## src/sv/lrast_pkg.sv

```systemverilog
`default_nettype none

package lrast_pkg;

  localparam int unsigned CoordWidthDefault = 16;
  localparam logic [31:0] ColorReset        = 32'hEE4B2BFF;

  localparam logic ReqLoad    = 1'b0;
  localparam logic ReqAdvance = 1'b1;

endpackage

`default_nettype wire

```

## src/sv/line_rasterizer_unit.sv

```systemverilog
`default_nettype none
// Bresenham line rasteriser, all octants, endpoints included.
// An advance word's pixel reaches the output in the cycle after acceptance; a load gives none.
// One input word per cycle unless output stalls; a step is one or two adds and a compare.
// The output register is refilled in the cycle it is drained, so stalls cost nothing extra.
// Reset (rst_ni low, asynchronous): no line active, output empty, colour 0xEE4B2BFF.
module line_rasterizer_unit import lrast_pkg::*; #(
  parameter int unsigned CoordWidth = CoordWidthDefault
) (
  input  wire logic                                       clk_i,
  input  wire logic                                       rst_ni,
  // slave side
  input  wire logic                                       s_axis_tvalid_i,
  output logic                                            s_axis_tready_o,
  // start_x, start_y, end_x, end_y
  input  wire logic [((4*CoordWidth+7)/8)*8-1:0]          s_axis_tdata_i,
  // req_type
  input  wire logic                                       s_axis_tuser_i,
  // master side
  output logic                                            m_axis_tvalid_o,
  input  wire logic                                       m_axis_tready_i,
  // pix_x, pix_y, color
  output logic [((2*CoordWidth+32+7)/8)*8-1:0]            m_axis_tdata_o,
  output logic                                            m_axis_tlast_o,
  // colour register
  input  wire logic                                       cfg_we_i,
  input  wire logic [31:0]                                cfg_wdata_i
);

  localparam int unsigned W            = CoordWidth;
  localparam int unsigned EW           = CoordWidth + 3;
  localparam int unsigned OutBits      = 2 * CoordWidth + 32;
  localparam int unsigned OutDataWidth = ((OutBits + 7) / 8) * 8;

  logic [31:0]          color_q;
  logic                 active_q, active_d;
  logic [W-1:0]         cur_x_q, cur_x_d;
  logic [W-1:0]         cur_y_q, cur_y_d;
  logic [W-1:0]         maj_end_q, maj_end_d;
  logic [W-1:0]         dmaj_q, dmaj_d;
  logic [W-1:0]         dmin_q, dmin_d;
  logic [EW-1:0]        dec_q, dec_d;
  logic                 min_neg_q, min_neg_d;
  logic                 x_major_q, x_major_d;

  logic                 out_valid_q, out_valid_d;
  logic [W-1:0]         out_x_q, out_x_d;
  logic [W-1:0]         out_y_q, out_y_d;
  logic [31:0]          out_color_q, out_color_d;
  logic                 out_last_q, out_last_d;

  logic                 accept;
  logic [W-1:0]         x1, y1, x2, y2;
  logic [W:0]           dx, dy, adx_full, ady_full, dmin_sgn;
  logic [W-1:0]         adx, ady;
  logic                 ld_x_major, ld_swap;
  logic [W-1:0]         ld_dmaj, ld_dmin;
  logic [W-1:0]         cur_maj, minor_step;
  logic                 is_last;
  logic [EW-1:0]        two_dmin, two_dmaj;

  assign s_axis_tready_o = !out_valid_q || m_axis_tready_i;
  assign accept          = s_axis_tvalid_i && s_axis_tready_o;

  assign x1 = s_axis_tdata_i[W-1:0];
  assign y1 = s_axis_tdata_i[2*W-1:W];
  assign x2 = s_axis_tdata_i[3*W-1:2*W];
  assign y2 = s_axis_tdata_i[4*W-1:3*W];

  // load: deltas, major axis, ordering
  always_comb begin
    dx         = {x2[W-1], x2} - {x1[W-1], x1};
    dy         = {y2[W-1], y2} - {y1[W-1], y1};
    adx_full   = dx[W] ? (~dx + 1'b1) : dx;
    ady_full   = dy[W] ? (~dy + 1'b1) : dy;
    adx        = adx_full[W-1:0];
    ady        = ady_full[W-1:0];
    ld_x_major = ady < adx;
    ld_swap    = ld_x_major ? dx[W] : dy[W];
    ld_dmaj    = ld_x_major ? adx : ady;
    ld_dmin    = ld_x_major ? ady : adx;
    dmin_sgn   = ld_x_major ? dy : dx;
  end

  assign cur_maj    = x_major_q ? cur_x_q : cur_y_q;
  assign is_last    = cur_maj == maj_end_q;
  assign minor_step = min_neg_q ? {W{1'b1}} : {{(W-1){1'b0}}, 1'b1};
  assign two_dmin   = {2'b00, dmin_q, 1'b0};
  assign two_dmaj   = {2'b00, dmaj_q, 1'b0};

  always_comb begin
    active_d    = active_q;
    cur_x_d     = cur_x_q;
    cur_y_d     = cur_y_q;
    maj_end_d   = maj_end_q;
    dmaj_d      = dmaj_q;
    dmin_d      = dmin_q;
    dec_d       = dec_q;
    min_neg_d   = min_neg_q;
    x_major_d   = x_major_q;
    out_valid_d = out_valid_q && !m_axis_tready_i;
    out_x_d     = out_x_q;
    out_y_d     = out_y_q;
    out_color_d = out_color_q;
    out_last_d  = out_last_q;
    if (accept) begin
      if (s_axis_tuser_i == ReqLoad) begin
        x_major_d = ld_x_major;
        dmaj_d    = ld_dmaj;
        dmin_d    = ld_dmin;
        min_neg_d = (dmin_sgn[W] ^ ld_swap) && (dmin_sgn != '0);
        dec_d     = {2'b00, ld_dmin, 1'b0} - {3'b000, ld_dmaj};
        cur_x_d   = ld_swap ? x2 : x1;
        cur_y_d   = ld_swap ? y2 : y1;
        if (ld_x_major) begin
          maj_end_d = ld_swap ? x1 : x2;
        end else begin
          maj_end_d = ld_swap ? y1 : y2;
        end
        active_d  = 1'b1;
      end else if (active_q) begin
        out_valid_d = 1'b1;
        out_x_d     = cur_x_q;
        out_y_d     = cur_y_q;
        out_color_d = color_q;
        out_last_d  = is_last;
        if (is_last) begin
          active_d = 1'b0;
        end else begin
          if (dec_q[EW-1]) begin
            dec_d = dec_q + two_dmin;
          end else begin
            dec_d = dec_q + two_dmin - two_dmaj;
            if (x_major_q) begin
              cur_y_d = cur_y_q + minor_step;
            end else begin
              cur_x_d = cur_x_q + minor_step;
            end
          end
          if (x_major_q) begin
            cur_x_d = cur_x_q + {{(W-1){1'b0}}, 1'b1};
          end else begin
            cur_y_d = cur_y_q + {{(W-1){1'b0}}, 1'b1};
          end
        end
      end
    end
  end

  always_ff @(posedge clk_i or negedge rst_ni) begin
    if (!rst_ni) begin
      color_q     <= ColorReset;
      active_q    <= 1'b0;
      cur_x_q     <= '0;
      cur_y_q     <= '0;
      maj_end_q   <= '0;
      dmaj_q      <= '0;
      dmin_q      <= '0;
      dec_q       <= '0;
      min_neg_q   <= 1'b0;
      x_major_q   <= 1'b0;
      out_valid_q <= 1'b0;
    end else begin
      if (cfg_we_i) begin
        color_q <= cfg_wdata_i;
      end
      active_q    <= active_d;
      cur_x_q     <= cur_x_d;
      cur_y_q     <= cur_y_d;
      maj_end_q   <= maj_end_d;
      dmaj_q      <= dmaj_d;
      dmin_q      <= dmin_d;
      dec_q       <= dec_d;
      min_neg_q   <= min_neg_d;
      x_major_q   <= x_major_d;
      out_valid_q <= out_valid_d;
    end
  end

  always_ff @(posedge clk_i) begin
    out_x_q     <= out_x_d;
    out_y_q     <= out_y_d;
    out_color_q <= out_color_d;
    out_last_q  <= out_last_d;
  end

  assign m_axis_tvalid_o = out_valid_q;
  assign m_axis_tlast_o  = out_last_q;
  assign m_axis_tdata_o  = OutDataWidth'({out_color_q, out_y_q, out_x_q});

endmodule

`default_nettype wire
```

## config.mk

```make
export PLATFORM = sky130hd
export DESIGN_NAME = line_rasterizer_unit
export DESIGN_NICKNAME = d
export VERILOG_FILES = /design/src/sv/lrast_pkg.sv /design/src/sv/line_rasterizer_unit.sv
export SDC_FILE = /design/constraint.sdc
export NUM_CORES = 1
export LEC_CHECK = 0
export ABC_AREA = 1
export BUFFER_PORTS_ARGS = -buffer_cell sky130_fd_sc_hd__buf_2
export CAP_MARGIN = 20
export CORE_ASPECT_RATIO = 1.4
export CORE_UTILIZATION = 37
export DETAILED_ROUTE_END_ITERATION = 8
export PLACE_DENSITY = 0.54
export SLEW_MARGIN = 20
export SYNTH_ARGS = -nofsm -noshare
export SYNTH_HDL_FRONTEND = slang
export SYNTH_SLANG_ARGS = --single-unit
```

## constraint.sdc

```tcl
create_clock -name clk_i -period 10.9 [get_ports clk_i]
set_clock_uncertainty 0.05 [all_clocks]
set_input_delay 2.18 -clock clk_i [delete_from_list [all_inputs] [get_ports clk_i]]
set_output_delay 2.18 -clock clk_i [all_outputs]
set_load 0.01 [all_outputs]
```

[Word level (Yosys, flattened, before mapping)]
Cells that the tools add are included.
Operators by class
  $add $sub $neg: 11
  multiply operators: 0
  divide/modulo/power cells: 0
  magnitude comparators: 1
  equality and inequality tests: 5
  shifts and indexed selects: 0
  mux-type cells: 33
  bitwise operators: 4
  reductions and logical operators: 12
Operators by type and width (count)
  16-bit two-way mux: 21
  19-bit two-way mux: 4
  16-bit by 1-bit adder with 16-bit output, second input constant: 4
  16-bit by 16-bit subtractor with 17-bit output: 2
  16-bit adder: 2
  16-bit inverter: 2
  19-bit by 17-bit adder with 19-bit output: 1
  19-bit by 17-bit subtractor with 19-bit output: 1
  17-bit by 16-bit subtractor with 18-bit output: 1
  17-bit two-way mux: 1
  17-bit nonzero test: 1
  16-bit equality test: 1
  16-bit less-than comparator: 1
  4-bit AND reduction: 2
  1-bit two-way mux: 7
  3-bit AND reduction: 2
  1-bit logical AND: 3
  3-bit by 2-bit inequality test with 1-bit output, second input constant: 1
  3-bit inequality test, second input constant: 1
  1-bit logical NOT: 2
  2-bit by 1-bit inequality test with 1-bit output, second input constant: 1
  2-bit inequality test, second input constant: 1
  2-bit AND reduction: 1
  1-bit logical OR: 1
  other kinds (2): 2
Storage, ports and cells
  register bits after elaboration: 200
  latch bits: 0
  memory bits (writable): 0
  bits in read-only memories: 0
  bits of input ports: 102
  word-level logic and storage cells: 81
  memories: 0

[Depth between registers and ports, before layout]
Gate-level depths: netlist (run 1).
  word-level depth: 8
  gate-level depth with buffers: 53
  gate-level depth less buffers: 51

[Worst setup path after synthesis (run 1)]
No wires, ideal clock.
  kind: input to register
  from: in s_axis_tdata_i[48]
  to: reg dec_q[16]
  arrival: 7.791 ns
  data required time: 10.722 ns
  path slack: 2.931 ns
  stages: 50
  cell sequence: inv_1 -> ha_1 -> fa_1 -> inv_1 -> nand3_1 -> nand2_2 -> nand3_1 -> nand3_1 -> nand2_1 -> nand2_1 -> nand2_1 -> nand2_2 -> buf_4 -> clkbuf_1 -> o21ai_0 -> ha_1 -> a21boi_0 -> o211ai_1 -> [14 not listed] -> nand2_1 -> nand3_1 -> nand2_1 -> nand3_1 -> nand2_1 -> nand3_1 -> nand2_1 -> a21oi_1 -> o21bai_1 -> nand3_1 -> nand2_1 -> and2_1 -> nor2_1 -> nor2_1 -> o21ai_0 -> a21oi_1 -> a21oi_1 -> o21ai_0
On the way
  longest elaborated chain between the ends: 8
  elaborated cells on any way between the ends: 9
  classes of those cells: add/sub (3); order compare (1); mux (4); bitwise (1)
RTL lines
  start: declaration: RTL line line_rasterizer_unit.sv:16  | input wire logic [((4*CoordWidth+7)/8)*8-1:0] s_axis_tdata_i,
  16-bit by 16-bit subtractor with 17-bit output *: RTL line line_rasterizer_unit.sv:73  | dy = {y2[W-1], y2} - {y1[W-1], y1};
  16-bit inverter: RTL line line_rasterizer_unit.sv:75  | ady_full = dy[W] ? (~dy + 1'b1) : dy;
  16-bit by 1-bit adder with 16-bit output: RTL line line_rasterizer_unit.sv:75
  16-bit two-way mux *: RTL line line_rasterizer_unit.sv:75
  16-bit less-than comparator: RTL line line_rasterizer_unit.sv:78  | ld_x_major = ady < adx;
  16-bit two-way mux, on equally long branches: RTL line line_rasterizer_unit.sv:81, line_rasterizer_unit.sv:80
  17-bit by 16-bit subtractor with 18-bit output *: RTL line line_rasterizer_unit.sv:112  | dec_d = {2'b00, ld_dmin, 1'b0} - {3'b000, ld_dmaj};
  19-bit two-way mux *: RTL line line_rasterizer_unit.sv:107  | if (s_axis_tuser_i == ReqLoad) begin
  end signal: assignment: RTL line line_rasterizer_unit.sv:159  | dec_q <= '0;
  end signal: assignment: RTL line line_rasterizer_unit.sv:173  | dec_q <= dec_d;
  end: declaration: RTL line line_rasterizer_unit.sv:42  | logic [EW-1:0] dec_q, dec_d;
Every way passes the cells marked *; elsewhere a longest branch is shown, timed or not.
A chain may end at the register's enable or synchronous reset.

[Final worst setup path (run 1)]
  from: in s_axis_tdata_i[48]
  to: reg dec_q[16]
On the way
  longest elaborated chain between the ends: 8
  elaborated cells on any way between the ends: 9
  classes of those cells: add/sub (3); order compare (1); mux (4); bitwise (1)
RTL lines
  16-bit by 16-bit subtractor with 17-bit output *: RTL line line_rasterizer_unit.sv:73
  16-bit inverter: RTL line line_rasterizer_unit.sv:75
  16-bit by 1-bit adder with 16-bit output: RTL line line_rasterizer_unit.sv:75
  16-bit two-way mux *: RTL line line_rasterizer_unit.sv:75
  16-bit less-than comparator: RTL line line_rasterizer_unit.sv:78
  16-bit two-way mux *: RTL line line_rasterizer_unit.sv:81  | ld_dmin = ld_x_major ? ady : adx;
  named net ld_dmin[0]: RTL line line_rasterizer_unit.sv:57  | logic [W-1:0] ld_dmaj, ld_dmin;
  17-bit by 16-bit subtractor with 18-bit output *: RTL line line_rasterizer_unit.sv:112
  19-bit two-way mux *: RTL line line_rasterizer_unit.sv:107
The timed path passes the listed nets; every way through them passes the cells marked *.

==> out/qor.yml, run 1 <==
final_antenna_net_count: 0
post-synth-top-area-cell: "dfrtp_1"
path_buf_inv: 8
htreeDepth: 4
hpwl_um: 39700
cts_root_buf: "clkbuf_16"
place.gp.congestion: 0.953
power.density_nw_per_um2: 336
io-pin-count: 169
port_buffers: 168
grt_start_max_net_pins: 85
holdCritStartpoint: "color_q[28]"
drc: 0
clockBufferDepth: 2
viasPerCell: 5.07
ff2ff_path_depth: 25
cp_top_family: "simple AND/OR/NAND/NOR gates"
hold_viol: 0
final_cells: 2846
worst_setup_path_start_kind: "input port"
fin_crit_ps: 9220
slew_headroom_pct: 47.4
min_delay_path_depth: 0
required_ps: 11220
synth_top_area_share_pct: 17.8
maxCapViolations: 0
setup_tns_ps: 0
first_pass_iters: 5
clock_sinks: 199
core_um2: 42000
ys_types: 58
synth-main-ff-cell: "dfrtp_1"
regToRegEndpoint: "cur_y_q[15]"
ys_seq_area_share_pct: 33.9
crit_fanout: 41
numCtsBuffers: 17
crit_top_cell: "nand2_1"
syn_area_per_cell_um2: 7.33
synth_common_cells: "542 x nand2_1, 286 x inv_1, 208 x o21ai_0"
dieArea_um2: 43400
dpl.cell_count: 2814
ys_ff_latch: 199
max_stage_delay_ps: 500
pwr-share-clk_pct: 10.6
grt_pass1_wl_um: 76600
switching_share_pct: 53.0
synth_area_leaders: "dfrtp_1 18%, nand2_1 13%, edfxtp_1 12%, ha_1 9.5%, inv_1 6.8%"
grt_setup_unrepaired: "no"
worstSkewPairLatency_ps: 450
p_int_mw: 2.79
rows: 89
yosysWarnings: 0
switching_power_mw: 3.15
syn-num-nets: 2373
wl_per_cell_um: 17.2
pwr-share-seq_pct: 20.0
irDropWorstVdd_mv: 0.148
crit_type: "in2reg"
initial_utilization_pct: 37.5
postCtsHoldBufs: 0
cts_resized: 0
antenna_found_initial: 1
status: "finished clean"
min_to: "out_color_q[28]"
die_w_um: 176
layout_setup_ws_ps: 1680
cellLeakagePower_nw: 8.77
synth_most_common_cell: "nand2_1"
synth-edff-count: 65
area_growth_syn_to_layout_pct: 12.3
setup_violations: 0
grt_overflow: 0
rrSetupSlack_ps: 6360
async_reset_ff_share_pct: 67.3
crit_path_end_kind: "flip-flop"
synth_cells: 2145
timing.rr.start: "x_major_q"
synth_area_um2: 15700
pre_cts_slack_ps: 1310
hold_class: "reg2reg"
post_cts_buffers: 0
drt-initial-drc-count: 795
drt_wl_total_um: 48900
num_vias: 14422
crit_slowest_cell: "nand2_2"
first_global_vias: 14011
groute.usage.overall_pct: 23.1
worstMarginPinSlew_ps: 789
cts_tree: "yes"
fp.dieH_um: 246
fmax_ghz: 0.108
diodes: 0
drive_above_1_share_pct: 13.9
combPwrFrac_pct: 69.4
arrival_ps: 9540
path_clk_slew_ps: 70
fin_nets: 2515
post-route-period-util_pct: 84.6
maxSlewViolCount: 0
cells by family after synthesis:
| group | after synthesis | synth area share, % |
|---|---|---|
| and+or+nand+nor | 866 | 22.7 |
| AOI/OAI and AO/OA | 497 | 17.7 |
| buffers and inverters | 359 | 9.22 |
| DFF | 199 | 33.9 |
| adders and majority gates | 126 | 10.4 |
| xor gates and xnor gates | 66 | 3.77 |
| muxes | 32 | 2.29 |
through the flow:
step / hold slack [ps] / area, um^2 / util, % / power [mW]
2_1_floorplan: 371 / 15700 / - / 4.30
5_1_grt: 411 / 17700 / 42.1 / 6.60
4_1_cts: 397 / 17700 / 42.1 / 5.94
6_report: 395 / 17700 / 42.1 / 5.94
3_5_place_dp: 382 / 17100 / 40.7 / 5.29
3_3_place_gp: 373 / 17100 / 40.7 / 5.23
worst max path at each step:
stage | from | to | slack [ps] | depth (start not counted)
floorplan | s_axis_tdata_i[48] | dec_q[16] | 2930 | 50
global placement | s_axis_tdata_i[16] | dec_q[16] | 1500 | 52
detailed placement | s_axis_tdata_i[16] | dec_q[16] | 1310 | 52
CTS | s_axis_tdata_i[16] | dec_q[16] | 1800 | 52
global route | s_axis_tdata_i[48] | dec_q[16] | 920 | 53
finish | s_axis_tdata_i[48] | dec_q[16] | 1680 | 53
state kept, by name, summed over array words and instances, names as in the netlist:
signal,count
dmaj_q,16
m_axis_tvalid_o,1
active_q,1
dmin_q,16
out_x_q,16
out_color_q,32
cur_y_q,16
min_neg_q,1
x_major_q,1
m_axis_tlast_o,1
maj_end_q,16
out_y_q,16
cur_x_q,16
dec_q,18
color_q,32
power groups by stage:
stage	logic (mW)	clock network [mW]	registers, mW
after floorplan	3.15	0	1.15
after global placement	4.03	0	1.20
after detailed placement	4.08	0	1.20
after CTS	4.10	0.651	1.19
after global routing	4.71	0.676	1.22
final	4.12	0.629	1.19
per-layer routing:
layer  vias to the layer above  routed length (um)  track usage (%)
met5                         -                  13                0
met4                         2                1950             10.5
met3                        74                2430             3.40
met2                       401               22700             38.5
met1                      6570               21800             29.2
li1                       7375                   -                -
cell usage in the layout (no fill, tap or decap), drive strengths merged, types with 19 or more instances in the layout:
cell | netlist | final
a21oi | 174 | 174
buf | 31 | 186
dfrtp | 112 | 112
dfstp | 22 | 22
edfxtp | 65 | 65
ha | 119 | 119
inv | 292 | 301
mux2 | 32 | 32
nand2 | 557 | 557
nand3 | 118 | 118
nor2 | 146 | 146
o211ai | 19 | 19
o21ai | 232 | 232
xor2 | 60 | 60
area by class of cell:
cell class / instances / area, um^2
Multi-Input combinational cell: 1587 / 8970
Fill cell: 4349 / 24300
Tap cell: 546 / 683
Inverter: 296 / 1110
Sequential cell: 199 / 5330
Clock inverter: 14 / 149
Timing Repair Buffer: 186 / 982
Clock buffer: 18 / 439
(Power assumes the default switching activity.)
==> run 2: changes to the inputs <==
--- a/config.mk
+++ b/config.mk
@@ -11,7 +11,7 @@
 export CORE_ASPECT_RATIO = 1.4
 export CORE_UTILIZATION = 37
 export DETAILED_ROUTE_END_ITERATION = 8
-export PLACE_DENSITY = 0.54
+export PLACE_DENSITY = 0.57
 export SLEW_MARGIN = 20
 export SYNTH_ARGS = -nofsm -noshare
 export SYNTH_HDL_FRONTEND = slang
==> constraint.sdc (replaced) <==
create_clock -name clk_i -period 8.2 [get_ports clk_i]
set_clock_uncertainty 0.05 [all_clocks]
set_input_delay 1.64 -clock clk_i [delete_from_list [all_inputs] [get_ports clk_i]]
set_output_delay 1.64 -clock clk_i [all_outputs]
set_load 0.01 [all_outputs]
==> run 2 against run 1 <==
Compared with the run above:
- non-clock buffer count grew 16
- via count rose by 2.8%
- power increased by 36%
- worst setup slack worse by 1000 ps
- routed wire length increased by 1.7%
- clock power is 39% higher
- flip-flop and latch count is the same
- critical path type unchanged
- critical endpoint unchanged
==> out/qor.yml, run 2 (same netlist as run 1, synthesis figures left out) <==
hpwl_um: 39700  # +0.11%
p_int_mw: 3.84  # +37%
irDropWorstVdd_mv: 0.200  # +35%
initial_utilization_pct: 37.5  # unchanged
worstSkewPairLatency_ps: 440  # about the same
fmax_ghz: 0.133
drt-initial-drc-count: 934  # +17%
timing.rr.start: "x_major_q"
switching_share_pct: 52.6  # -0.45 points
dieArea_um2: 43400  # unchanged
port_buffers: 168  # unchanged
grt_overflow: 0  # unchanged
final_antenna_net_count: 0  # unchanged
regToRegEndpoint: "cur_y_q[0]"
rows: 89  # unchanged
setup_tns_ps: 0  # unchanged
final_cells: 2864  # +0.63%
clockBufferDepth: 2  # unchanged
arrival_ps: 7830  # -1710 ps
layout_setup_ws_ps: 674  # -1010 ps
post-route-period-util_pct: 91.8
wl_per_cell_um: 17.4  # +1.0%
dpl.cell_count: 2824  # +0.36%
status: "finished clean"
antenna_found_initial: 0  # -1
crit_path_end_kind: "flip-flop"
combPwrFrac_pct: 69.7  # +0.3 points
required_ps: 8500  # -2720 ps
maxCapViolations: 0  # unchanged
diodes: 0  # unchanged
groute.usage.overall_pct: 23.2  # +0.067 points
setup_violations: 0  # unchanged
rrSetupSlack_ps: 3640  # -2720 ps
worstMarginPinSlew_ps: 935  # +146 ps
fin_nets: 2533  # +0.72%
cts_root_buf: "clkbuf_16"
use_met2_pct: 39.8  # +1.3 points
fp.dieH_um: 246  # unchanged
grt_util_met3_pct: 2.21  # -1.2 points
maxSlewViolCount: 0  # unchanged
final_common_cell: "nand2_1"
place.gp.congestion: 0.998  # +4.7%
cellLeakagePower_nw: 8.88  # +1.2%
pwr-share-clk_pct: 10.8  # +0.2 points
crit_type: "in2reg"
drt_wl_total_um: 49800  # +1.7%
fin_crit_ps: 7530
path_clk_slew_ps: 70  # about the same
numCtsBuffers: 17  # unchanged
max_stage_delay_ps: 430  # -70 ps
drc: 0  # unchanged
grt_start_max_net_pins: 71  # -16%
hold_viol: 0  # unchanged
switching_power_mw: 4.25  # +35%
ff2ff_path_depth: 14  # -44%
slew_headroom_pct: 37.6  # -9.8 points
grt_pass1_wl_um: 77100  # +0.71%
n_fill_cell: 4273  # -1.7%
io-pin-count: 169  # unchanged
reg.largest.list: "color_q: 32 flops, out_color_q: 32 flops, dec_q: 18 flops"
min_to: "out_color_q[18]"
first_global_vias: 14399  # +2.8%
first_pass_iters: 6  # +1
min_delay_path_depth: 0  # unchanged
whs_ps: 394  # -0.844 ps
die_w_um: 176  # unchanged
final_util_pct: 42.6  # +0.55 points
core_um2: 42000  # unchanged
crit_fanout: 7  # -83%
num_vias: 14831  # +2.8%
holdCritStartpoint: "color_q[18]"
pwr-share-seq_pct: 19.5  # -0.5 points
viasPerCell: 5.18  # +2.2%
clock_sinks: 199  # unchanged
use_met1_pct: 29.6  # +0.38 points
layout_common_cells: "539 x nand2_1, 285 x inv_1, 205 x o21ai_0"
cts_tree: "yes"
area_growth_syn_to_layout_pct: 13.8
htreeDepth: 4  # unchanged
crit_slowest_cell: "xor2_1"
cp_top_family: "simple AND/OR/NAND/NOR gates"
pre_cts_slack_ps: 26.4  # -1280 ps
power.density_nw_per_um2: 452  # +34%
path_buf_inv: 4  # -4
worst_setup_path_start_kind: "input port"
drive_above_1_share_pct: 14.9  # +1.0 points
top_usage_layer: "met2"
hold_class: "reg2reg"
run 2: area by class of cell:
type	count	area, um^2	share of cell area [%]
Clock buffer	20	478	2.67
Clock inverter	12	149	0.832
Inverter	296	1110	6.23
Multi-Input combinational cell	1589	9030	50.5
Sequential cell	199	5330	29.8
Tap cell	546	683	3.82
Timing Repair Buffer	202	1110	6.18
run 2: worst max-delay path by stage:
| stage | slack [ps] | start | cells after the start | to |
|---|---|---|---|---|
| after floorplan | 770 | s_axis_tdata_i[48] | 50 | dec_q[16] |
| after global placement | 170 | s_axis_tdata_i[16] | 50 | dec_q[16] |
| after detailed placement | 30 | s_axis_tdata_i[48] | 52 | dec_q[16] |
| after CTS | 490 | s_axis_tdata_i[48] | 52 | dec_q[16] |
| after global routing | -10 | s_axis_tdata_i[48] | 51 | dec_q[16] |
| final | 670 | s_axis_tdata_i[48] | 46 | dec_q[16] |
run 2: routing by layer:
metal | wire length [um] | share of wire (%)
met3 | 2260 | 4.5
met2 | 23800 | 48
met4 | 1580 | 3.2
met1 | 22100 | 44
met5 | 0 | 0
run 2: stage by stage:
stage               power [mW]  instance area, um^2
CTS                       8.00                17800
global placement          6.98                17200
floorplan                 5.71                15700
detailed placement        7.08                17200
global route              8.93                17900
finish                    8.09                17900
run 2: timing repair:
item                       CTS  global route
buffers inserted             0             6
setup endpoints to repair    0             2
hold buffers                 0             0
gates resized for setup      0            15
run 2: power groups by stage:
stage          Clock, mW  Combinational (mW)  Sequential, mW
2_1_floorplan          0                4.19            1.53
3_3_place_gp           0                5.40            1.58
3_5_place_dp           0                5.49            1.59
4_1_cts            0.901                5.52            1.57
5_1_grt            0.936                6.38            1.61
6_report           0.875                5.64            1.57
